<file path="src/rgb_to_luv_pixel_defines.svh">
// Assertion helpers for the top-level RTL.
`ifndef RGB_TO_LUV_PIXEL_DEFINES_SVH
`define RGB_TO_LUV_PIXEL_DEFINES_SVH

// Same-cycle implication, ignored while reset is asserted.
`define RLP_ASSERT_NOW(lbl, ante, cons, msg) \
  lbl: assert property (@(posedge clk) disable iff (!rst_n) (ante) |-> (cons)) else $error(msg);

// Next-cycle implication, ignored while reset is asserted.
`define RLP_ASSERT_NEXT(lbl, ante, cons, msg) \
  lbl: assert property (@(posedge clk) disable iff (!rst_n) (ante) |=> (cons)) else $error(msg);

`endif

</file>
<file path="src/rgb2luv_pkg.sv">
package rgb2luv_pkg;

  // Cube-root table geometry
  localparam int ROOT_TABLE_SIZE = 2048;
  localparam int ROOT_IDX_W      = $clog2(ROOT_TABLE_SIZE);
  localparam int RAW_IDX_W       = ROOT_IDX_W + 1;
  localparam int ROOT_W          = 17;

  // Datapath widths
  localparam int SUM_W = 25;
  localparam int XYZ_W = 17;
  localparam int DEN_W = 21;
  localparam int NUM_W = 36;
  localparam int QUO_W = 19;
  localparam int L_W   = 23;
  localparam int P_W   = 44;
  localparam int W_W   = 48;
  localparam int T_W   = 57;
  localparam int H_W   = 17;

  // RGB to XYZ matrix, Q16
  localparam logic [15:0] KXR = 16'd27031;
  localparam logic [15:0] KXG = 16'd23434;
  localparam logic [15:0] KXB = 16'd11824;
  localparam logic [15:0] KYR = 16'd13938;
  localparam logic [15:0] KYG = 16'd46869;
  localparam logic [15:0] KYB = 16'd4730;
  localparam logic [15:0] KZR = 16'd1267;
  localparam logic [15:0] KZG = 16'd7811;
  localparam logic [15:0] KZB = 16'd62274;

  // Divide by 255 through reciprocal multiply
  localparam logic [25:0] RECIP255    = 26'd33686019;
  localparam int          RECIP255_SH = 33;

  // White point chromaticity, Q16
  localparam logic signed [19:0] UREF = 20'sd12965;
  localparam logic signed [19:0] VREF = 20'sd30692;

  // L offset of 16.0 in Q16
  localparam logic [L_W:0] L_OFS = (L_W + 1)'(16 * 65536);

  // Chroma offsets in Q32
  localparam logic signed [W_W-1:0] U_OFS = W_W'(134) << 32;
  localparam logic signed [W_W-1:0] V_OFS = W_W'(140) << 32;

  // Final scaling reciprocals and saturation thresholds
  localparam logic [15:0] RECIP100    = 16'd41944;
  localparam int          RECIP100_SH = 22;
  localparam logic [17:0] RECIP354    = 18'd189574;
  localparam logic [17:0] RECIP262    = 18'd256141;
  localparam int          RECIP_SH    = 26;
  localparam logic [24:0] SAT_U_H     = 25'd90624;
  localparam logic [24:0] SAT_V_H     = 25'd67072;

  typedef logic [ROOT_W-1:0] root_tab_t [ROOT_TABLE_SIZE];

  // Build the cube-root table: entry i is floor(cbrt(i/(N-1)) * 65536)
  function automatic root_tab_t root_table_gen();
    root_tab_t   tab;
    logic [63:0] target;
    logic [63:0] lo;
    logic [63:0] hi;
    logic [63:0] mid;
    for (int i = 0; i < ROOT_TABLE_SIZE; i++) begin
      target = 64'(i) << 48;
      lo     = 64'd0;
      hi     = 64'd65536;
      while (lo < hi) begin
        mid = (lo + hi + 64'd1) >> 1;
        if (mid * mid * mid * 64'(ROOT_TABLE_SIZE - 1) <= target) begin
          lo = mid;
        end else begin
          hi = mid - 64'd1;
        end
      end
      tab[i] = ROOT_W'(lo);
    end
    return tab;
  endfunction

endpackage

</file>
<file path="src/rgb2luv_div.sv">
module rgb2luv_div (
  input  logic                           clk,
  input  logic                           rst_n,
  input  logic                           en,
  input  logic                           valid_i,
  input  logic [rgb2luv_pkg::NUM_W-1:0]  num,
  input  logic [rgb2luv_pkg::DEN_W-1:0]  den,
  output logic                           valid_o,
  output logic [rgb2luv_pkg::QUO_W-1:0]  quo
);

  localparam int DW = rgb2luv_pkg::DEN_W;
  localparam int QW = rgb2luv_pkg::QUO_W;
  localparam int NW = rgb2luv_pkg::NUM_W;

  typedef struct packed {
    logic [DW-1:0] rem;
    logic [QW-1:0] low;
    logic [QW-1:0] quo;
    logic [DW-1:0] den;
  } dstage_t;

  // One restoring step: shift in a dividend bit, subtract when it fits
  function automatic dstage_t div_step(dstage_t a);
    dstage_t     b;
    logic [DW:0] trial;
    trial = {a.rem, a.low[QW-1]};
    b     = a;
    b.low = a.low << 1;
    if (trial >= {1'b0, a.den}) begin
      b.rem = DW'(trial - {1'b0, a.den});
      b.quo = {a.quo[QW-2:0], 1'b1};
    end else begin
      b.rem = trial[DW-1:0];
      b.quo = {a.quo[QW-2:0], 1'b0};
    end
    return b;
  endfunction

  dstage_t       first;
  dstage_t       st_r [QW];
  logic [QW-1:0] vld_r;

  // Quotient stays below 2^QW, so the top dividend bits start below the divisor
  assign first.rem = DW'(num[NW-1:QW]);
  assign first.low = num[QW-1:0];
  assign first.quo = '0;
  assign first.den = den;

  // Advance one quotient bit per stage
  always_ff @(posedge clk) begin
    if (en) begin
      st_r[0] <= div_step(first);
      for (int s = 1; s < QW; s++) begin
        st_r[s] <= div_step(st_r[s-1]);
      end
    end
  end

  always_ff @(posedge clk) begin
    if (!rst_n) begin
      vld_r <= '0;
    end else if (en) begin
      vld_r <= {vld_r[QW-2:0], valid_i};
    end
  end

  assign valid_o = vld_r[QW-1];
  assign quo     = st_r[QW-1].quo;

endmodule

</file>
<file path="config.mk">
export PLATFORM = sky130hd
export DESIGN_NAME = rgb2luv_div
export DESIGN_NICKNAME = d
export VERILOG_FILES = /design/src/rgb_to_luv_pixel_defines.svh /design/src/rgb2luv_pkg.sv /design/src/rgb2luv_div.sv
export SDC_FILE = /design/constraint.sdc
export NUM_CORES = 2
export LEC_CHECK = 0
export BUFFER_PORTS_ARGS = -buffer_cell sky130_fd_sc_hd__buf_2
export CORE_ASPECT_RATIO = 1.1
export CORE_UTILIZATION = 49
export DETAILED_ROUTE_END_ITERATION = 8
export GPL_TIMING_DRIVEN = 0
export PLACE_DENSITY = 0.76
export RECOVER_POWER = 50
export SETUP_SLACK_MARGIN = 0.15
export SLEW_MARGIN = 15
export SYNTH_ARGS = -nofsm -noshare
export SYNTH_HDL_FRONTEND = slang
export SYNTH_SLANG_ARGS = --single-unit
</file>
<file path="constraint.sdc">
create_clock -name clk -period 9.05 [get_ports clk]
set_clock_uncertainty 0.15 [all_clocks]
set_input_delay 0.905 -clock clk [delete_from_list [all_inputs] [get_ports clk]]
set_output_delay 0.905 -clock clk [all_outputs]
set_load 0.01 [all_outputs]
</file>
# [Yosys cells after proc, flatten, opt, wreduce, memory -nomap -nowiden]
# Memory sizes are Yosys's and may differ from the RTL's.
# Index checks and enable logic that the tools add are counted.
# W data, S select, Z words.
[word_totals] input_bits=61 romBits=0 ff_bits=19 out_inout_bits=20 n_memories=1 elab_cells=118 latch_bits=0 mem_bits_rw=1501
[mem_list] memory="st_r" depth=19 word_bits=79 rd=19 rd_ports_with_merged_regs=0 wr=19 line="rgb2luv_div.sv:41" text="dstage_t st_r [QW];"
[classes] n_bitwise=0 n_div=0 mul=0 n_eq_ne=0 n_mux=78 reduce_logical=0 add_sub_neg=19 order_cmp=19 shifts=0
[op_table] operator="$mux W21" count=38
[op_table] operator="$ge A22 B21 Y1" count=18
[op_table] operator="$sub A21 B21 Y21" count=18
[op_table] operator="$mux W19" count=19
[op_table] operator="$ge A18 B21 Y1" count=1
[op_table] operator="$mux W1" count=21
[op_table] operator="$sub A18 B21 Y21" count=1

# [Logic depth before layout (Yosys ltp)]
# An unclocked memory read counts as a cell.
[depth] word_depth=4 ltp_mapped=15 ltp_nobuf=13

# [Least setup slack after synthesis]
# No wires, ideal clock.
[synth_timing] path_kind="input port to flip-flop" startpoint="input den[3] in the netlist's numbering" endpoint="memory st_r[0][62] in the netlist's numbering (data pin)" path_slack_ns=5.506 path_buffers=1 setup_ns=0.260 arrival_time_ns=3.134 stages=12 t_required_ns=8.640 cell_sequence="inv_1 -> ha_1 -> o21a_1 -> o31a_1 -> or3_1 -> a21oi_2 -> a22o_2 -> o21ai_2 -> a21oi_2 -> a2111oi_4 -> buf_4 -> mux2_2"
[synth_lines] element="start, declared" line="rgb2luv_div.sv:7" text="input logic [rgb2luv_pkg::DEN_W-1:0] den,"
[synth_lines] element="end, declared" line="rgb2luv_div.sv:41"

==> reports/metrics.cfg <==
[layout]
final_cells=6446
layout_common_cells=edfxtp_1 (1117), inv_1 (491), ha_1 (396), a21oi_1 (373), nor2_1 (260)
area_growth_pct=11.07
diodes=0
layout_commonest_cell=edfxtp_1
drive_gt1_frac=0.1025
nNetsFinal=5293

[clock_tree]
holdBufCountCts=0
cts_buffers=115
cts_setup_buffers=0
clock-sinks=1136
h-tree-depth=3
clk_path_buf_depth=3
cts_tree=yes
path_clk_slew_ps=60
clock-root-buffer=clkbuf_16
ctsResizeCount=0
clk_latency_ps=720

[sta]
slew_headroom=0.3195
fin_ws_ps=4931
hold_violations=0
worst_slew_pin_slew_ps=1011
timing.fmax_ghz=0.2428
finalMaxSlewViolations=0
tns_ps=0
final.period_utilization=0.4552
rsz0062_at_grt=no
fin_crit_ps=4119
finalSetupViolCount=0

[yosys]
ys_seq_elements=1136
ys_seq_area_frac=0.5886
synth_cell_types=88
ys_async_sr_fraction=0
synthCells=4614
synth-main-ff-cell=edfxtp_1
synth_warnings=0
syn_area_sq_um=57630
syn_avg_cell_area_sq_um=12.49
synth_edf_count=1117
synthesis.nets=5089

[global_routing]
grt_usage=0.1893
grt_pass1_vias=35767
grt_pass1_wl_mm=179.6
grt_max_degree=159
antenna_found_initial=0
grt_overflow=0

[outcome]
status=finished with violations
failed_checks=DRC

[floorplanning]
num_io_pins=81
die_y_um=361.7
core_sq_um=116400
initial_utilization=0.4952
die_x_um=329.0
die-area_sq_um=119000
fp-row-count=131

[power_and_ir_drop]
p_per_area_nw_per_um2=338.5
ir_drop_mv=0.1899
leakage_nw=25.54
power_mw=21.67

[route]
ant_nets=0
post-route-drc-count=4
routedWlPerCell_um=17.60
routed_wl_mm=113.4
vias=35457
drtIter0Drc=2251
drtPass1Iterations=9
vias_per_cell=5.501

[critical_path]
worstPathRequired_ps=9410
worst_setup_path_end_kind=register
arrival_ps=4480
path_max_fanout=10
critPathKind=reg2reg
cp-start-kind=register

[place]
globalplace.congestion=0.9621
dp.cells=6230
hpwl_mm=83.54
numPortBuffers=80
pre_cts_ws_ps=4470

[run]
maxCapViolations=0

[hold_path]
hold_class=in2reg

report_power, final:
group	internal, mW	switching (mW)
clock	2.82	2.00
combinational	3.83	4.98
sequential	7.45	0.594
critical path, stage by stage, from the launching register on:
cell and delay [ps]:
edfxtp_1 410, inv_1 70, ha_1 130, inv_1 60
fa_1 430, a211oi_1 340, o21ai_0 210, a41oi_2 300
a21oi_2 160, a41oi_1 430, o31ai_1 160, nand2b_1 200
buf_2 210, buf_6 170, buf_2 210, a21oi_1 280
cells by family after synthesis:
| kind of cell | count (synthesis) | share of synthesized area |
|---|---|---|
| DFF | 1136 | 0.5886 |
| muxes | 188 | 0.03712 |
| buffers and inverters | 569 | 0.03975 |
| adders and majority gates | 414 | 0.09222 |
| xor gates and xnor gates | 316 | 0.04802 |
| and+or+nand+nor | 888 | 0.07271 |
| AOI/OAI and AO/OA | 1103 | 0.1216 |
sequential cells by signal, summed over array words and instances, names as in the netlist:
signal	flops
st_r	1117
vld_r	19
metrics by stage:
step                hold WS (ps)  utilization  cell area, sq um
detailed placement         254.5       0.5169             60150
finish                     200.0       0.5500             64010
floorplan                  250.3            -             57630
global placement           251.0       0.5151             59950
global route               167.0       0.5500             64010
CTS                        139.0       0.5502             64030
final timing paths:
| check | start | end | slack (ps) | depth (start not counted) |
|---|---|---|---|---|
| max reg2reg | st_r[15][57] | st_r[16][70] | 4930 | 15 |
| max | st_r[15][57] | st_r[16][70] | 4930 | 15 |
| min reg2reg | st_r[6][56] | st_r[7][57] | 250 | 0 |
| min | num[17] | st_r[0][57] | 200 | 1 |
routing by layer:
metal	global-route usage	up-vias	part of all wire
li1	-	17382	-
met1	0.2033	16944	0.38
met2	0.3534	818	0.53
met3	0.02538	313	0.038
met4	0.1070	0	0.052
met5	0	-	0
synth_stat cells, types with 21 or more instances:
cell type | count | area (sq um)
mux2_2 | 115 | 1295
nor2b_1 | 58 | 362.9
o31ai_1 | 22 | 165.2
o21a_1 | 41 | 307.8
a211oi_1 | 21 | 157.7
nand2b_1 | 50 | 312.8
a21oi_1 | 373 | 1867
nand2_1 | 255 | 957.2
nand3_1 | 65 | 325.3
o21ai_0 | 238 | 1191
mux2i_1 | 36 | 360.4
a31oi_1 | 39 | 244.0
xor2_1 | 116 | 1016
ha_1 | 396 | 4955
o21bai_1 | 55 | 412.9
nor3_1 | 45 | 225.2
buf_2 | 35 | 175.2
edfxtp_1 | 1117 | 33540
a21o_1 | 138 | 1036
and3_1 | 33 | 206.5
nand4_1 | 45 | 281.5
inv_1 | 491 | 1843
nor2_1 | 260 | 975.9
xnor2_1 | 200 | 1752
layout make-up:
type                            count  area [sq um]
Inverter                          492          1847
Tap cell                         1529          1913
Multi-Input combinational cell   2909         21420
Sequential cell                  1136         33920
Clock buffer                      140          3075
Clock inverter                     76         800.8
Timing Repair Buffer               87         588.1
Fill cell                        9562         52360
Buffer                             77         444.2
Power figures use the tool's default switching activity.
