## src/rgb_to_luv_pixel_defines.svh

```systemverilog
// Assertion helpers for the top-level RTL.
`ifndef RGB_TO_LUV_PIXEL_DEFINES_SVH
`define RGB_TO_LUV_PIXEL_DEFINES_SVH

// Same-cycle implication, ignored while reset is asserted.
`define RLP_ASSERT_NOW(lbl, ante, cons, msg) \
  lbl: assert property (@(posedge clk) disable iff (!rst_n) (ante) |-> (cons)) else $error(msg);

// Next-cycle implication, ignored while reset is asserted.
`define RLP_ASSERT_NEXT(lbl, ante, cons, msg) \
  lbl: assert property (@(posedge clk) disable iff (!rst_n) (ante) |=> (cons)) else $error(msg);

`endif

```

## src/rgb2luv_pkg.sv

```systemverilog
package rgb2luv_pkg;

  // Cube-root table geometry
  localparam int ROOT_TABLE_SIZE = 2048;
  localparam int ROOT_IDX_W      = $clog2(ROOT_TABLE_SIZE);
  localparam int RAW_IDX_W       = ROOT_IDX_W + 1;
  localparam int ROOT_W          = 17;

  // Datapath widths
  localparam int SUM_W = 25;
  localparam int XYZ_W = 17;
  localparam int DEN_W = 21;
  localparam int NUM_W = 36;
  localparam int QUO_W = 19;
  localparam int L_W   = 23;
  localparam int P_W   = 44;
  localparam int W_W   = 48;
  localparam int T_W   = 57;
  localparam int H_W   = 17;

  // RGB to XYZ matrix, Q16
  localparam logic [15:0] KXR = 16'd27031;
  localparam logic [15:0] KXG = 16'd23434;
  localparam logic [15:0] KXB = 16'd11824;
  localparam logic [15:0] KYR = 16'd13938;
  localparam logic [15:0] KYG = 16'd46869;
  localparam logic [15:0] KYB = 16'd4730;
  localparam logic [15:0] KZR = 16'd1267;
  localparam logic [15:0] KZG = 16'd7811;
  localparam logic [15:0] KZB = 16'd62274;

  // Divide by 255 through reciprocal multiply
  localparam logic [25:0] RECIP255    = 26'd33686019;
  localparam int          RECIP255_SH = 33;

  // White point chromaticity, Q16
  localparam logic signed [19:0] UREF = 20'sd12965;
  localparam logic signed [19:0] VREF = 20'sd30692;

  // L offset of 16.0 in Q16
  localparam logic [L_W:0] L_OFS = (L_W + 1)'(16 * 65536);

  // Chroma offsets in Q32
  localparam logic signed [W_W-1:0] U_OFS = W_W'(134) << 32;
  localparam logic signed [W_W-1:0] V_OFS = W_W'(140) << 32;

  // Final scaling reciprocals and saturation thresholds
  localparam logic [15:0] RECIP100    = 16'd41944;
  localparam int          RECIP100_SH = 22;
  localparam logic [17:0] RECIP354    = 18'd189574;
  localparam logic [17:0] RECIP262    = 18'd256141;
  localparam int          RECIP_SH    = 26;
  localparam logic [24:0] SAT_U_H     = 25'd90624;
  localparam logic [24:0] SAT_V_H     = 25'd67072;

  typedef logic [ROOT_W-1:0] root_tab_t [ROOT_TABLE_SIZE];

  // Build the cube-root table: entry i is floor(cbrt(i/(N-1)) * 65536)
  function automatic root_tab_t root_table_gen();
    root_tab_t   tab;
    logic [63:0] target;
    logic [63:0] lo;
    logic [63:0] hi;
    logic [63:0] mid;
    for (int i = 0; i < ROOT_TABLE_SIZE; i++) begin
      target = 64'(i) << 48;
      lo     = 64'd0;
      hi     = 64'd65536;
      while (lo < hi) begin
        mid = (lo + hi + 64'd1) >> 1;
        if (mid * mid * mid * 64'(ROOT_TABLE_SIZE - 1) <= target) begin
          lo = mid;
        end else begin
          hi = mid - 64'd1;
        end
      end
      tab[i] = ROOT_W'(lo);
    end
    return tab;
  endfunction

endpackage

```

## src/rgb2luv_xyz.sv

```systemverilog
module rgb2luv_xyz (
  input  logic                                 clk,
  input  logic                                 rst_n,
  input  logic                                 en,
  input  logic                                 valid_i,
  input  logic [7:0]                           red,
  input  logic [7:0]                           green,
  input  logic [7:0]                           blue,
  output logic                                 valid_o,
  output logic [rgb2luv_pkg::NUM_W-1:0]        num_u,
  output logic [rgb2luv_pkg::NUM_W-1:0]        num_v,
  output logic [rgb2luv_pkg::DEN_W-1:0]        den,
  output logic [rgb2luv_pkg::RAW_IDX_W-1:0]    idx_raw
);

  localparam int SW   = rgb2luv_pkg::SUM_W;
  localparam int XW   = rgb2luv_pkg::XYZ_W;
  localparam int DW   = rgb2luv_pkg::DEN_W;
  localparam int NW   = rgb2luv_pkg::NUM_W;
  localparam int MW   = SW + 26;
  localparam int IPW  = XW + rgb2luv_pkg::ROOT_IDX_W;

  logic [2:0]    vld_r;
  logic [SW-1:0] sx_r, sy_r, sz_r;
  logic [XW-1:0] x_r, y_r, z_r;
  logic [MW-1:0] px, py, pz;
  logic [DW-1:0] den_sum;
  logic [19:0]   v9;
  logic [IPW-1:0] iprod;
  logic [NW-1:0] num_u_r, num_v_r;
  logic [DW-1:0] den_r;
  logic [rgb2luv_pkg::RAW_IDX_W-1:0] idx_r;

  // Advance valid bits
  always_ff @(posedge clk) begin
    if (!rst_n) begin
      vld_r <= '0;
    end else if (en) begin
      vld_r <= {vld_r[1:0], valid_i};
    end
  end

  // Divide sums by 255 through reciprocal multiply
  assign px = MW'(sx_r) * MW'(rgb2luv_pkg::RECIP255);
  assign py = MW'(sy_r) * MW'(rgb2luv_pkg::RECIP255);
  assign pz = MW'(sz_r) * MW'(rgb2luv_pkg::RECIP255);

  // Form divisor, numerators and table index product
  assign den_sum = DW'(x_r) + DW'({y_r, 4'b0000}) - DW'(y_r) + DW'({z_r, 1'b0}) + DW'(z_r);
  assign v9      = 20'({y_r, 3'b000}) + 20'(y_r);
  assign iprod   = IPW'(y_r) * IPW'(rgb2luv_pkg::ROOT_TABLE_SIZE - 1);

  always_ff @(posedge clk) begin
    if (en) begin
      sx_r <= SW'(rgb2luv_pkg::KXR) * SW'(red) + SW'(rgb2luv_pkg::KXG) * SW'(green)
            + SW'(rgb2luv_pkg::KXB) * SW'(blue);
      sy_r <= SW'(rgb2luv_pkg::KYR) * SW'(red) + SW'(rgb2luv_pkg::KYG) * SW'(green)
            + SW'(rgb2luv_pkg::KYB) * SW'(blue);
      sz_r <= SW'(rgb2luv_pkg::KZR) * SW'(red) + SW'(rgb2luv_pkg::KZG) * SW'(green)
            + SW'(rgb2luv_pkg::KZB) * SW'(blue);
      x_r  <= px[rgb2luv_pkg::RECIP255_SH +: XW];
      y_r  <= py[rgb2luv_pkg::RECIP255_SH +: XW];
      z_r  <= pz[rgb2luv_pkg::RECIP255_SH +: XW];
      // Floor a black pixel's divisor at one LSB
      den_r   <= (den_sum == '0) ? DW'(1) : den_sum;
      num_u_r <= NW'({x_r, 18'b0});
      num_v_r <= NW'({v9, 16'b0});
      idx_r   <= iprod[16 +: rgb2luv_pkg::RAW_IDX_W];
    end
  end

  assign valid_o = vld_r[2];
  assign num_u   = num_u_r;
  assign num_v   = num_v_r;
  assign den     = den_r;
  assign idx_raw = idx_r;

endmodule

```

## config.mk

```make
export PLATFORM = sky130hd
export DESIGN_NAME = rgb2luv_xyz
export DESIGN_NICKNAME = d
export VERILOG_FILES = /design/src/rgb_to_luv_pixel_defines.svh /design/src/rgb2luv_pkg.sv /design/src/rgb2luv_xyz.sv
export SDC_FILE = /design/constraint.sdc
export NUM_CORES = 2
export LEC_CHECK = 0
export BUFFER_PORTS_ARGS = -buffer_cell sky130_fd_sc_hd__buf_2
export CAP_MARGIN = 20
export CORE_MARGIN = 3
export CORE_UTILIZATION = 31
export CTS_CLUSTER_DIAMETER = 30
export DETAILED_ROUTE_END_ITERATION = 12
export GPL_TIMING_DRIVEN = 0
export PLACE_DENSITY_LB_ADDON = 0.08
export SLEW_MARGIN = 20
export SYNTH_ARGS = -nofsm -noshare
export SYNTH_HDL_FRONTEND = slang
export SYNTH_SLANG_ARGS = --single-unit
```

## constraint.sdc

```tcl
create_clock -name clk -period 7.7 [get_ports clk]
set_input_delay 0 -clock clk [delete_from_list [all_inputs] [get_ports clk]]
set_output_delay 0 -clock clk [all_outputs]
set_load 0.05 [all_outputs]
```

---- Word level (Yosys, flattened, before mapping) ----
Cells that the tools add are included.
Widths: inputs -> output; s select.
operators by class
  add/sub/neg operators ................... 11
  multiply operators ...................... 13
  reduce and logical (&&, ||, !) cells .... 1
operator list
  cell                    number
  $mul 25x26->50 const B  3
  $add 22x24->25          2
  $mul 15x8->23 const A   2
  $mul 13x8->21 const A   2
  $mul 17x11->28 const B  1
  $add 24x22->25          1
  $add 25x21->25          1
  $add 23x23->24          1
  $mul 16x8->24 const A   1
  $add 19x21->22          1
  $mul 14x8->22 const A   1
  $add 17x21->21          1
  $add 21x17->21          1
  $add 21x18->21          1
  $logic_not 21->1        1
  $sub 21x17->21          1
  $add 20x17->20          1
  $mul 12x8->20 const A   1
  $mul 11x8->19 const A   1
  $mul 10x8->18 const A   1
storage, ports and cells
  bits in registers ....................... 199
  input port bits ......................... 28
  output and inout bits ................... 106
  logic and storage cells ................. 36

---- Depth between registers and ports, before layout ----
  depth after elaboration ................. 5
  mapped depth ............................ 35
  mapped depth without buffers ............ 35

---- Worst setup path after synthesis ----
Ideal clock, no wire load.
  path kind ............................... input -> register
  start ................................... input red[2]
  end ..................................... register sy_r[23], data pin
  library setup time ...................... 258 ps
  data arrival time ....................... 7,288 ps
  required time ........................... 7,442 ps
  slack ................................... 154 ps
  cell stages on the path ................. 32
  path buffers ............................ 0
  cell sequence ........................... ha_1 ha_1 inv_1 fa_1 fa_1 fa_1 nor2b_1 o21ai_0 a21boi_0 o21ai_0 a21boi_0 o21ai_0 a21o_1 nand2b_1 xor2_1 ha_1 fa_1 inv_1 fa_1 inv_1 fa_1 inv_1 fa_1 inv_1 ha_1 nand3_1 nand2_1 a41o_1 o41ai_1 o21ai_0 a21oi_1 xnor2_1
between the ends
  cells in the longest elaborated chain, start to end .. 3
ends and longest elaborated chain
  item                  RTL line           source
  start, declared       rgb2luv_xyz.sv:6   input logic [7:0] red,
  $mul 13x8->21         rgb2luv_xyz.sv:57  sy_r <= SW'(rgb2luv_pkg::KYR) * SW'(red) + SW'(rgb2luv_pkg::KYG) * SW'(green)
  $add 22x24->25        rgb2luv_xyz.sv:57
  $add 25x21->25        rgb2luv_xyz.sv:58  + SW'(rgb2luv_pkg::KYB) * SW'(blue);
  end signal, assigned  rgb2luv_xyz.sv:57
  end, declared         rgb2luv_xyz.sv:24  logic [SW-1:0] sx_r, sy_r, sz_r;
No other way between the ends.
A chain may end at the register's enable or synchronous reset.

---- Final worst setup path ----
  start ................................... input red[5]
  end ..................................... register sy_r[24], data pin
Same word-level chain as after synthesis.

==> results.sh <==
export IMPL_final_nets=6093
export IMPL_numCtsBuffers=17
export IMPL_hold_viol_final=0
export IMPL_cp_startpoint="red[5]"
export IMPL_syn_inst=4197
export IMPL_endpoint_kind="flip-flop"
export IMPL_grt_pass1_vias=29941
export IMPL_async_flop_share_pct=0
export IMPL_synth_area_mm2=0.0430
export IMPL_rsz0062_at_grt="yes"
export IMPL_vias=27873
export IMPL_ys_seq_elements=199
export IMPL_fp_row_count=136
export IMPL_synth_cell_type_count=67
export IMPL_die_w_um=379
export IMPL_root_buffer="clkbuf_16"
export IMPL_finalCritPeriodShare_pct=96.9
export IMPL_regToRegSetupSlack_ns=0.75
export IMPL_clock_sinks=199
export IMPL_vias_per_cell=4.51
export IMPL_finalWeightedCongestion=0.824
export IMPL_clk_latency_ns=0.51
export IMPL_area_delta_synth_final_pct=9.74
export IMPL_seq_area_frac_synth_pct=13.8
export IMPL_htreeDepth=4
export IMPL_yosysWarnings=0
export IMPL_multi_input_area_mm2=0.0330
export IMPL_required_ns=7.93
export IMPL_finalMaxSlewViolations=0
export IMPL_postPlaceCellArea_mm2=0.0460
export IMPL_arrival_ns=7.69
export IMPL_finish_utilization_pct=34.3
export IMPL_drc=0
export IMPL_io_buffer_count=98
export IMPL_fin_cells=6186
export IMPL_skew_ns=0.0166
export IMPL_grt_first_pass_wirelength_mm=175
export IMPL_setup_viol=0
export IMPL_globalRouteTotalUtil_pct=16.2
export IMPL_cts_path_max_buffers=2
export IMPL_drtPass1Iterations=5
export IMPL_dp_hpwl_mm=98.8
export IMPL_avgSynthCellArea_um2=10.3
export IMPL_fmax_mhz=134
export IMPL_critPathKind="input port to flip-flop"
export IMPL_period_needed_ns=7.46
export IMPL_maxCapViolations=0
export IMPL_start_util_pct=31.3
export IMPL_wire_per_inst_um=18.1
export IMPL_ios=134
export IMPL_tightest_slew_ns=1.07
export IMPL_grt_max_degree=92
export IMPL_first_iter_violations=921
export IMPL_regArea_mm2=0.00595
export IMPL_dieArea_mm2=0.143
export IMPL_slew_headroom_pct=28.3
export IMPL_critPathMaxStageDelay_ns=0.54
export IMPL_antenna_found_initial=5
export IMPL_crit_top_cell="fa_1"
export IMPL_place_inst=6125
export IMPL_drt_total_wl_mm=112
export IMPL_finish_instance_area_mm2=0.0472
export IMPL_clkSlewWorstSetupHoldPaths_ns=0.09
export IMPL_cts_tree="yes"
export IMPL_hold_class="input port to flip-flop"
export IMPL_r2r_start="y_r[0]$_DFFE_PP_"
export IMPL_n_fill_cell=14119
export IMPL_rr_endpoint="idx_raw[11]$_DFFE_PP_"
export IMPL_ys_flop_type="edfxtp_1"
export IMPL_cp_start_kind="input port"
export IMPL_core_mm2=0.138
export IMPL_worstPathMaxFanout=12
export IMPL_worstSetupEndpoint="sy_r[24]$_DFFE_PP_"
export IMPL_grt_overflow=0
export IMPL_reg2reg_depth=18
export IMPL_antenna_left=0
export IMPL_drive_above_1_share_pct=5.99
export IMPL_die_h_um=379
export IMPL_synth_edf_count=196
export IMPL_status="finished, final reports clean"
export IMPL_critical_path_slowest_cell="fa_1"
[sequential cells by signal, indices dropped and copies added (netlist names), 20 cells and up]
register / flops
sx_r: 25
sy_r: 25
sz_r: 25
den: 21
num_v: 20
[routing by layer]
metal	GRT usage, %	up-vias	wire [µm]
li1	-	13993	-
met1	23.2	13609	56600
met2	27.0	222	52300
met3	1.38	45	1960
met4	2.67	4	1310
met5	0	-	28
[how the worst min path moves through the flow]
stage | startpoint | to | slack (ns) | cells after the start
after CTS | red[0] | sz_r[0]$_DFFE_PP_ | 0.07 | 2
final | green[0] | sz_r[0]$_DFFE_PP_ | 0.05 | 2
after global placement | rst_n | vld_r[2]$_SDFFE_PN0P_ | 0.25 | 2
after global routing | green[0] | sz_r[0]$_DFFE_PP_ | 0.02 | 2
after floorplan | red[0] | sx_r[0]$_DFFE_PP_ | 0.1 | 0
after detailed placement | rst_n | vld_r[2]$_SDFFE_PN0P_ | 0.25 | 2
[final cells by class]
class,instances,share of cell area [%]
antenna,1,0.00530
buffer,38,0.580
clock buffer,19,0.917
clock inverter,12,0.291
inverter,1130,9.00
multi-input combinational,2864,69.9
sequential,199,12.6
tap,1794,4.75
timing repair buffer,129,1.96
[cells in the final DEF (no fill, tap or decap), drive strengths merged, types with 9 or more instances in the layout]
| cell type | count |
|---|---|
| edfxtp | 196 |
| a21oi | 136 |
| buf | 153 |
| fa | 571 |
| nand3 | 42 |
| nand2 | 83 |
| conb | 35 |
| nand4 | 20 |
| a21boi | 14 |
| a21o | 66 |
| a211oi | 10 |
| and3 | 13 |
| or2 | 13 |
| or3 | 9 |
| nor2b | 35 |
| nor3 | 52 |
| nand2b | 20 |
| inv | 1131 |
| and2 | 15 |
| o21a | 24 |
| xnor2 | 149 |
| xor2 | 52 |
| o21bai | 19 |
| ha | 1115 |
| o21ai | 86 |
| clkbuf | 26 |
| nor2 | 139 |
| a31oi | 12 |
[timing repair]
action                                 CTS  global route
gates resized for setup                 49            60
setup endpoints to repair               15             9
pin swaps                               11            33
buffers inserted                        10            12
hold buffers                             6             1
endpoints found under the hold margin   49             1
gates cloned                             0             0
[stage by stage]
stage	setup TNS, ns	hold WS, ns	worst slack (ns)
floorplan	0	0.0989	0.154
global placement	-21.06	0.249	-1.93
detailed placement	-20.05	0.252	-1.86
CTS	-0.0111	0.0728	-0.0111
global route	-0.102	0.0162	-0.0852
finish	0	0.0480	0.238
[cell families (layout without fill, tap and decap cells)]
kind of cell | Yosys count | after routing | share of synthesized area (%)
other | 1 | 36 | 0.00871
flip-flops | 199 | 199 | 13.8
buffers and inverters | 1168 | 1328 | 10.5
multiplexers | 8 | 8 | 0.186
AND/OR/NAND/NOR | 471 | 471 | 5.40
AO/OA/AOI/OAI | 463 | 463 | 7.04
XOR/XNOR | 201 | 201 | 4.09
adder cells (fa/ha/maj) | 1686 | 1686 | 59.0
[worst max-delay path, delay by kind of cell]
kind	cells	cell delay, ns
xor gates and xnor gates	2	0.36
and+or+nand+nor	2	0.48
adders and majority gates	11	4.88
AOI/OAI and AO/OA	9	1.45
buffers and inverters	9	0.52
[cells in the mapped netlist, drive strengths merged (12+ instances only)]
library cell	number	area, µm²
a31oi	12	75.1
and2	15	93.8
a21oi	136	681
o21a	24	180
xnor2	149	1310
nor3	52	260
o21ai	86	430
xor2	52	455
o21bai	19	143
nor2	139	522
nand3	42	210
a21boi	14	105
nand2b	20	125
or2	13	81.3
ha	1115	14000
nor2b	35	219
inv	1130	4240
a21o	66	497
and3	13	86.3
buf	35	263
nand2	83	312
nand4	20	125
fa	571	11400
edfxtp	196	5890
Power is not shown: default switching activity piles up to over one toggle a cycle in this logic, so the estimate is an artifact.
