==> src/rgb_to_luv_pixel_defines.svh <==
// Assertion helpers for the top-level RTL.
`ifndef RGB_TO_LUV_PIXEL_DEFINES_SVH
`define RGB_TO_LUV_PIXEL_DEFINES_SVH

// Same-cycle implication, ignored while reset is asserted.
`define RLP_ASSERT_NOW(lbl, ante, cons, msg) \
  lbl: assert property (@(posedge clk) disable iff (!rst_n) (ante) |-> (cons)) else $error(msg);

// Next-cycle implication, ignored while reset is asserted.
`define RLP_ASSERT_NEXT(lbl, ante, cons, msg) \
  lbl: assert property (@(posedge clk) disable iff (!rst_n) (ante) |=> (cons)) else $error(msg);

`endif

==> src/rgb2luv_pkg.sv <==
package rgb2luv_pkg;

  // Cube-root table geometry
  localparam int ROOT_TABLE_SIZE = 2048;
  localparam int ROOT_IDX_W      = $clog2(ROOT_TABLE_SIZE);
  localparam int RAW_IDX_W       = ROOT_IDX_W + 1;
  localparam int ROOT_W          = 17;

  // Datapath widths
  localparam int SUM_W = 25;
  localparam int XYZ_W = 17;
  localparam int DEN_W = 21;
  localparam int NUM_W = 36;
  localparam int QUO_W = 19;
  localparam int L_W   = 23;
  localparam int P_W   = 44;
  localparam int W_W   = 48;
  localparam int T_W   = 57;
  localparam int H_W   = 17;

  // RGB to XYZ matrix, Q16
  localparam logic [15:0] KXR = 16'd27031;
  localparam logic [15:0] KXG = 16'd23434;
  localparam logic [15:0] KXB = 16'd11824;
  localparam logic [15:0] KYR = 16'd13938;
  localparam logic [15:0] KYG = 16'd46869;
  localparam logic [15:0] KYB = 16'd4730;
  localparam logic [15:0] KZR = 16'd1267;
  localparam logic [15:0] KZG = 16'd7811;
  localparam logic [15:0] KZB = 16'd62274;

  // Divide by 255 through reciprocal multiply
  localparam logic [25:0] RECIP255    = 26'd33686019;
  localparam int          RECIP255_SH = 33;

  // White point chromaticity, Q16
  localparam logic signed [19:0] UREF = 20'sd12965;
  localparam logic signed [19:0] VREF = 20'sd30692;

  // L offset of 16.0 in Q16
  localparam logic [L_W:0] L_OFS = (L_W + 1)'(16 * 65536);

  // Chroma offsets in Q32
  localparam logic signed [W_W-1:0] U_OFS = W_W'(134) << 32;
  localparam logic signed [W_W-1:0] V_OFS = W_W'(140) << 32;

  // Final scaling reciprocals and saturation thresholds
  localparam logic [15:0] RECIP100    = 16'd41944;
  localparam int          RECIP100_SH = 22;
  localparam logic [17:0] RECIP354    = 18'd189574;
  localparam logic [17:0] RECIP262    = 18'd256141;
  localparam int          RECIP_SH    = 26;
  localparam logic [24:0] SAT_U_H     = 25'd90624;
  localparam logic [24:0] SAT_V_H     = 25'd67072;

  typedef logic [ROOT_W-1:0] root_tab_t [ROOT_TABLE_SIZE];

  // Build the cube-root table: entry i is floor(cbrt(i/(N-1)) * 65536)
  function automatic root_tab_t root_table_gen();
    root_tab_t   tab;
    logic [63:0] target;
    logic [63:0] lo;
    logic [63:0] hi;
    logic [63:0] mid;
    for (int i = 0; i < ROOT_TABLE_SIZE; i++) begin
      target = 64'(i) << 48;
      lo     = 64'd0;
      hi     = 64'd65536;
      while (lo < hi) begin
        mid = (lo + hi + 64'd1) >> 1;
        if (mid * mid * mid * 64'(ROOT_TABLE_SIZE - 1) <= target) begin
          lo = mid;
        end else begin
          hi = mid - 64'd1;
        end
      end
      tab[i] = ROOT_W'(lo);
    end
    return tab;
  endfunction

endpackage

==> src/rgb2luv_scale.sv <==
module rgb2luv_scale (
  input  logic                          clk,
  input  logic                          rst_n,
  input  logic                          en,
  input  logic                          valid_i,
  input  logic [rgb2luv_pkg::QUO_W-1:0] uq,
  input  logic [rgb2luv_pkg::QUO_W-1:0] vq,
  input  logic [rgb2luv_pkg::L_W-1:0]   light_q,
  output logic                          valid_o,
  output logic [7:0]                    light,
  output logic [7:0]                    chroma_u,
  output logic [7:0]                    chroma_v
);

  localparam int PW = rgb2luv_pkg::P_W;
  localparam int WW = rgb2luv_pkg::W_W;
  localparam int TW = rgb2luv_pkg::T_W;
  localparam int HW = rgb2luv_pkg::H_W;
  localparam int LW = rgb2luv_pkg::L_W;

  logic [3:0]            vld_r;
  logic signed [19:0]    du, dv;
  logic signed [PW-1:0]  l_s, pu_nxt, pv_nxt;
  logic signed [PW-1:0]  pu_r, pv_r;
  logic [LW+7:0]         l255;
  logic [14:0]           lh_r;
  logic [30:0]           lprod;
  logic [8:0]            lq;
  logic [7:0]            light_p2_r, light_p3_r, light_p4_r;
  logic signed [WW-1:0]  wu_r, wv_r;
  logic signed [TW-1:0]  tu, tv;
  logic                  pos_u, pos_v;
  logic [24:0]           hu, hv;
  logic [HW-1:0]         hu_r, hv_r;
  logic                  sat_u_r, sat_v_r;
  logic [34:0]           qu_p, qv_p;
  logic [8:0]            qu, qv;
  logic [7:0]            cu_r, cv_r;

  always_ff @(posedge clk) begin
    if (!rst_n) begin
      vld_r <= '0;
    end else if (en) begin
      vld_r <= {vld_r[2:0], valid_i};
    end
  end

  // Stage 1: L*(u - uref), L*(v - vref), L*255 >> 16
  assign du     = $signed({1'b0, uq}) - rgb2luv_pkg::UREF;
  assign dv     = $signed({1'b0, vq}) - rgb2luv_pkg::VREF;
  assign l_s    = $signed(PW'(light_q));
  assign pu_nxt = l_s * PW'(du);
  assign pv_nxt = l_s * PW'(dv);
  assign l255   = (LW + 8)'({light_q, 8'b0}) - (LW + 8)'(light_q);

  // Stage 2: 13x plus offset; L / 100
  assign lprod = 31'(lh_r) * 31'(rgb2luv_pkg::RECIP100);
  assign lq    = lprod[rgb2luv_pkg::RECIP100_SH +: 9];

  // Stage 3: times 255, whole part of the Q32 value
  assign tu    = (TW'(wu_r) <<< 8) - TW'(wu_r);
  assign tv    = (TW'(wv_r) <<< 8) - TW'(wv_r);
  assign pos_u = !wu_r[WW-1] && (wu_r != '0);
  assign pos_v = !wv_r[WW-1] && (wv_r != '0);
  assign hu    = pos_u ? tu[TW-1:32] : '0;
  assign hv    = pos_v ? tv[TW-1:32] : '0;

  // Stage 4: divide by span through reciprocal multiply
  assign qu_p = 35'(hu_r) * 35'(rgb2luv_pkg::RECIP354);
  assign qv_p = 35'(hv_r) * 35'(rgb2luv_pkg::RECIP262);
  assign qu   = qu_p[rgb2luv_pkg::RECIP_SH +: 9];
  assign qv   = qv_p[rgb2luv_pkg::RECIP_SH +: 9];

  always_ff @(posedge clk) begin
    if (en) begin
      pu_r       <= pu_nxt;
      pv_r       <= pv_nxt;
      lh_r       <= l255[16 +: 15];
      wu_r       <= (WW'(pu_r) <<< 3) + (WW'(pu_r) <<< 2) + WW'(pu_r) + rgb2luv_pkg::U_OFS;
      wv_r       <= (WW'(pv_r) <<< 3) + (WW'(pv_r) <<< 2) + WW'(pv_r) + rgb2luv_pkg::V_OFS;
      light_p2_r <= lq[8] ? 8'hFF : lq[7:0];
      hu_r       <= hu[HW-1:0];
      hv_r       <= hv[HW-1:0];
      sat_u_r    <= hu >= rgb2luv_pkg::SAT_U_H;
      sat_v_r    <= hv >= rgb2luv_pkg::SAT_V_H;
      light_p3_r <= light_p2_r;
      cu_r       <= (sat_u_r || qu[8]) ? 8'hFF : qu[7:0];
      cv_r       <= (sat_v_r || qv[8]) ? 8'hFF : qv[7:0];
      light_p4_r <= light_p3_r;
    end
  end

  assign valid_o  = vld_r[3];
  assign light    = light_p4_r;
  assign chroma_u = cu_r;
  assign chroma_v = cv_r;

endmodule

==> config.mk <==
export PLATFORM = sky130hd
export DESIGN_NAME = rgb2luv_scale
export DESIGN_NICKNAME = d
export VERILOG_FILES = /design/src/rgb_to_luv_pixel_defines.svh /design/src/rgb2luv_pkg.sv /design/src/rgb2luv_scale.sv
export SDC_FILE = /design/constraint.sdc
export NUM_CORES = 2
export LEC_CHECK = 0
export BUFFER_PORTS_ARGS = -buffer_cell sky130_fd_sc_hd__buf_2
export CORE_ASPECT_RATIO = 0.6
export CORE_MARGIN = 2
export CORE_UTILIZATION = 35
export DETAILED_ROUTE_END_ITERATION = 12
export GPL_TIMING_DRIVEN = 0
export SYNTH_ARGS = -nofsm -noshare
export SYNTH_HDL_FRONTEND = slang
export SYNTH_SLANG_ARGS = --single-unit
==> constraint.sdc <==
create_clock -name clk -period 22.3 [get_ports clk]
set_input_delay 4.46 -clock clk [delete_from_list [all_inputs] [get_ports clk]]
set_output_delay 4.46 -clock clk [all_outputs]
set_load 0.02 [all_outputs]
After elaboration in Yosys (flattened, before gate mapping):

Cells that the tools add are included.

* register bits after elaboration: 279
* output and inout port bits: 25
* word-level logic and storage cells: 43

* add/subtract/negate cells: 11
* $mul: 5
* magnitude comparators: 2
* mux-type cells: 2
* reductions and logical operators: 8

Operators with widths (count)
* subtractor 56 x 48 -> 57 bit: 2
* adder 47 x 46 -> 48 bit: 2
* adder 48 x 41 -> 48 bit (second input constant): 2
* adder 48 x 44 -> 48 bit: 2
* nonzero test 48 bit: 2
* multiplier 24 x 20 -> 44 bit: 2
* greater-or-equal comparator 25 x 17 -> 1 bit (second input constant): 2
* two-way mux 25 bit: 2
* multiplier 17 x 18 -> 35 bit (second input constant): 1
* multiplier 17 x 17 -> 34 bit (second input constant): 1
* subtractor 31 x 23 -> 31 bit: 1
* multiplier 15 x 13 -> 28 bit (second input constant): 1
* subtractor 19 x 14 -> 20 bit (second input constant): 1
* subtractor 19 x 15 -> 20 bit (second input constant): 1
* logical AND 1 bit: 2
* logical NOT 1 bit: 2
* logical OR 1 bit: 2

Depth between registers and ports, before layout:

* depth in word-level cells: 4
* mapped depth: 37

Worst setup path before layout:

OpenSTA, ideal clock, no wires.

* kind: input port to flip-flop
* start: input port uq[0] in the netlist's numbering
* end: register pu_r[38] (data pin)
* setup time: 259 ps
* arrival: 12548 ps
* path slack: 9493 ps
* stages on the path: 33
* path buffers: 2
* cell sequence: clkbuf_1 -> inv_1 -> ha_1 -> nor2b_1 -> o31a_1 -> o21a_1 -> o21ai_0 -> nand2_1 -> and3_1 -> nor2_1 -> xor2_1 -> clkbuf_1 -> nand2_1 -> fa_1 -> fa_1 -> inv_1 -> fa_1 -> fa_1 -> fa_1 -> fa_1 -> fa_1 -> ha_1 -> a222oi_1 -> a21oi_1 -> a221o_1 -> o21ai_0 -> a31oi_1 -> a211o_1 -> a21oi_1 -> nor2b_1 -> o221ai_1 -> a21oi_1 -> xnor2_1

* cells in the longest elaborated chain, start to end: 2

Ends and longest elaborated chain
* start, declared: RTL line rgb2luv_scale.sv:6 `input logic [rgb2luv_pkg::QUO_W-1:0] uq,`
* subtractor 19 x 14 -> 20 bit: RTL line rgb2luv_scale.sv:49 `assign du = $signed({1'b0, uq}) - rgb2luv_pkg::UREF;`
* multiplier 24 x 20 -> 44 bit: RTL line rgb2luv_scale.sv:52 `assign pu_nxt = l_s * PW'(du);`
* named net pu_nxt[38]: RTL line rgb2luv_scale.sv:23 `logic signed [PW-1:0] l_s, pu_nxt, pv_nxt;`
* end signal, assigned: RTL line rgb2luv_scale.sv:76 `pu_r <= pu_nxt;`
* end, declared: RTL line rgb2luv_scale.sv:24 `logic signed [PW-1:0] pu_r, pv_r;`

The timed path passes the listed nets, and every way through them passes these cells.
A chain may end at the register's enable or synchronous reset.

Worst setup path after layout:

* start: input port uq[0] in the netlist's numbering
* end: register pu_r[43] (data pin)

The elaborated chain is that of the path after synthesis.

==> summary by stage <==
Critical path
The endpoint arrival time on the critical path is 15.84 ns. Measured in cells, the most critical reg-to-reg path has a length of 22. The worst setup path is launched from an input port.

The required time of the worst setup path is 22.68 ns. The endpoint identified for the worst register-to-register timing path is chroma_v[6]$_SDFFCE_PP1P_. The top fanout value on the critical path is 10.

The standard cell with the maximum stage delay on the critical path is sky130_fd_sc_hd__xor2_1. In this design, the critical path's most frequently occurring cell is sky130_fd_sc_hd__fa_1. The worst-case register-to-register setup slack is 14.95 ns. The startpoint-to-endpoint class of the critical path is input port to register.

The biggest cell delay along the critical path is 1.05 ns. The critical path endpoint category is a register. The worst reg2reg path startpoint is hv_r[6]$_DFFE_PP_.

Timing
The final number of hold-violating endpoints is 0. The highest clock rate is 64.69 MHz. The setup TNS is 0 ns. The share of the clock period used by the worst path after layout is 69.32%. The number of max-slew violations in the final report was 6. For the finished layout, the period the worst path requires is 15.46 ns. The worst max-slew margin expressed relative to the limit is -3.248%. Hold timing on the final database bottoms out at a slack of 0.4084 ns. The pin slew with the least headroom to its limit is 1.538 ns. The number of endpoints failing setup at the final stage is 0. The clock arrives with 0.05112 ns of skew.

Setup repair after global routing left no endpoint under its margin.

Synthesis
The largest family of logic cells by synthesized area is adder cells. The part of the Yosys area used for sequential elements is 13.13%. The mapped netlist covers 63,530 sq um. The flip-flop and latch count after synthesis is 279. After Yosys synthesis, XOR and XNOR cells account for 3.750% of the synthesized area. A synthesized cell averages 9.643 sq um. Summing the areas of all compound-gate instances in the mapped netlist gives 7.809% of the synthesized area. The flip-flop cell with the highest count after synthesis is sky130_fd_sc_hd__edfxtp_1.

The share of flip-flops with an asynchronous set or reset after synthesis is 0%. The area share of and/or/nand/nor cells after synthesis is 11.98%. The area share of the largest cell type after synthesis is 33.66%. The total nets after synthesis is 8,754. Yosys mapped a number of flops with a built-in enable equal to 275.

In the post-synthesis netlist, the biggest area contributors are sky130_fd_sc_hd__fa_1 (34%), sky130_fd_sc_hd__ha_1 (20%), sky130_fd_sc_hd__edfxtp_1 (13%). The adder and majority gate portion of the synthesized area is 54.00%. The number of warnings reported in the yosys synthesis log is 0. The distinct cell type count of the synthesized netlist is 77. The share of cell area taken by muxes after synthesis is 0.1733%.

Summed over all instances, the cell type with the most area after synthesis is sky130_fd_sc_hd__fa_1. In the synthesized netlist, the number of instances is 6,588.

Detailed routing
For this run, the detailed router's first-pass iteration total came to 6. The via count normalized by instance count is 5.104. In this run, the number of DRC markers left after iteration 0 of detailed routing was 4,512. The mean routed wirelength per cell is 20.05 um. The final routed DRC violation total is 0. The count of nets left with antenna violations once routing finished came out at 0.

For this block, the routed nets add up to 183,800 um of wire. The routed layout has 46,774 vias.

Final layout
The library cells used most frequently in the layout, excluding fill and tap cells, are sky130_fd_sc_hd__inv_1 (1,358), sky130_fd_sc_hd__fa_1 (1,068), sky130_fd_sc_hd__ha_1 (1,033), sky130_fd_sc_hd__nand2_1 (696), sky130_fd_sc_hd__edfxtp_1 (275). Of the cells placed in the final design, the portion with a size suffix greater than 1 is 2.756%. Leaving out fill and tap cells, the most frequent cell in the layout is sky130_fd_sc_hd__inv_1. The post-layout net count is 8,886. The count of filler cells inserted in the layout is 18,148. From synthesis to final layout, the design area changed by 7.680%.

GRT
The global-route usage over all layers is 20.31%. Global routing finished with a remaining overflow of 0. The initial antenna violation count is 30. The wire length of the first global-routing pass is 285,600 um. Entering global routing, the biggest net connects 116 pins. The via count of the first global-routing pass came to 46,628.

Die
For this configuration, the core starts out at a cell density of 35.11%. The core region is 180,900 sq um. The area of the die is 185,000 sq um. The floorplan die height is 334 um. The die width is 554.0 um.

The number of ports placed on the die boundary is 90. Row generation in the floorplan step produced 121 rows.

Placement
The routability congestion estimate from global placement is 0.9869. The count of buffers added on input and output ports is 85. The HPWL after detailed placement is 158,600 um.

Clock tree
The clock net in this run drives a total of 279 sinks. TritonCTS built the clock tree. The clock latency at the later pin of the worst-skew pair is 0.65 ns. In this run the number of H-tree levels came out at 2.

The buffers inserted during post-CTS setup optimization is 0. Counting the buffers created by CTS gives 39. The cell sitting at the root of the clock tree is a sky130_fd_sc_hd__clkbuf_16.

For this design, the CTS-stage hold fixing added 0 buffers. The clock transition at the register clock pins on the worst setup and hold paths after CTS is 0.06 ns. In this run, post-CTS repair resized a total of 0 instances.

The worst-case clock buffer depth is 3.

Min path
The start point of the worst hold path is light_p2_r[1]$_SDFFCE_PP1P_. The path class of the tightest hold or removal check is register to register. The worst hold path terminates at light_p3_r[1]$_DFFE_PP_. Along the worst hold path, the cell count comes to 0.

Run status
The run finished, with violations left. The checks that failed: max-capacitance violations, max-slew violations.

Flow run
Max-cap violations in this run came to 2.
-- worst max path at each step --
stage | slack (ns) | cells past startpoint | to | startpoint
CTS | 7.34 | 36 | pu_r[43]$_DFFE_PP_ | uq[0]
floorplan | 9.49 | 33 | pu_r[38]$_DFFE_PP_ | uq[0]
detailed placement | 6.67 | 36 | pu_r[43]$_DFFE_PP_ | uq[0]
finish | 6.84 | 36 | pu_r[43]$_DFFE_PP_ | uq[0]
global placement | 6.86 | 36 | pu_r[43]$_DFFE_PP_ | uq[0]
global route | 6.48 | 36 | pu_r[43]$_DFFE_PP_ | uq[0]
-- Yosys cell counts, types with 39 or more instances --
cell type	n
sky130_fd_sc_hd__ha_1	1033
sky130_fd_sc_hd__clkbuf_1	175
sky130_fd_sc_hd__nand2b_1	64
sky130_fd_sc_hd__nand3_1	63
sky130_fd_sc_hd__nor3_1	56
sky130_fd_sc_hd__fa_1	1068
sky130_fd_sc_hd__and2_1	250
sky130_fd_sc_hd__nand4_1	44
sky130_fd_sc_hd__xnor2_1	182
sky130_fd_sc_hd__inv_1	1358
sky130_fd_sc_hd__nor2_1	251
sky130_fd_sc_hd__a21oi_1	233
sky130_fd_sc_hd__edfxtp_1	275
sky130_fd_sc_hd__o21ai_0	123
sky130_fd_sc_hd__a21o_1	149
sky130_fd_sc_hd__o21bai_1	44
sky130_fd_sc_hd__nand2_1	696
sky130_fd_sc_hd__and3_1	39
sky130_fd_sc_hd__nor2b_1	60
sky130_fd_sc_hd__xor2_1	90
-- per-stage QoR --
step / util, % / worst slack [ns] / instances / cell area (sq um)
floorplan: - / 9.493 / 6588 / 63530
global placement: 37.01 / 6.855 / 9071 / 66950
detailed placement: 37.07 / 6.674 / 9076 / 67060
CTS: 37.77 / 7.341 / 9147 / 68320
global route: 37.79 / 6.477 / 9150 / 68370
finish: 37.81 / 6.842 / 9165 / 68400
-- cell type report --
type	count	area, sq um	share of cell area, %
multi-input cells	4759	49410	72.23
inverters	1369	5139	7.512
clock inverters	23	251.5	0.3677
flip-flops and latches	279	8338	12.19
clock buffers	48	1010	1.476
well taps	2398	3000	4.386
diodes	17	42.54	0.06219
repair buffers	91	531.8	0.7774
plain buffers	181	683.2	0.9987
-- metal layers --
layer	wire (um)	track usage [%]	up-vias
met1	93370	32.96	23369
met2	62070	23.89	1898
met3	26000	8.938	134
met5	408	1.111	-
li1	-	-	21349
met4	1912	2.480	24
-- flip-flops by register name (all words and copies together) (netlist names), 8 cells and up --
register and cells:
wu_r 48, wv_r 48, pu_r 44, pv_r 44, hu_r 17, hv_r 17
lh_r 15, chroma_u 8, chroma_v 8, light 8, light_p2_r 8, light_p3_r 8
-- cells by family after synthesis --
group,Yosys count
adder cells (fa/ha/maj),2101
AO/OA/AOI/OAI,768
buffers and inverters,1550
multiplexers,11
AND/OR/NAND/NOR,1607
flip-flops,279
XOR/XNOR,272
-- critical path: cells and delay by family --
family	cells	cell delay (ns)
xor gates and xnor gates	2	1.19
and+or+nand+nor	3	0.52
AOI/OAI and AO/OA	14	3.54
buffers and inverters	8	2.14
adders and majority gates	9	3.97
Power is not shown: default switching activity piles up to over one toggle a cycle in this logic, so the estimate is an artifact.
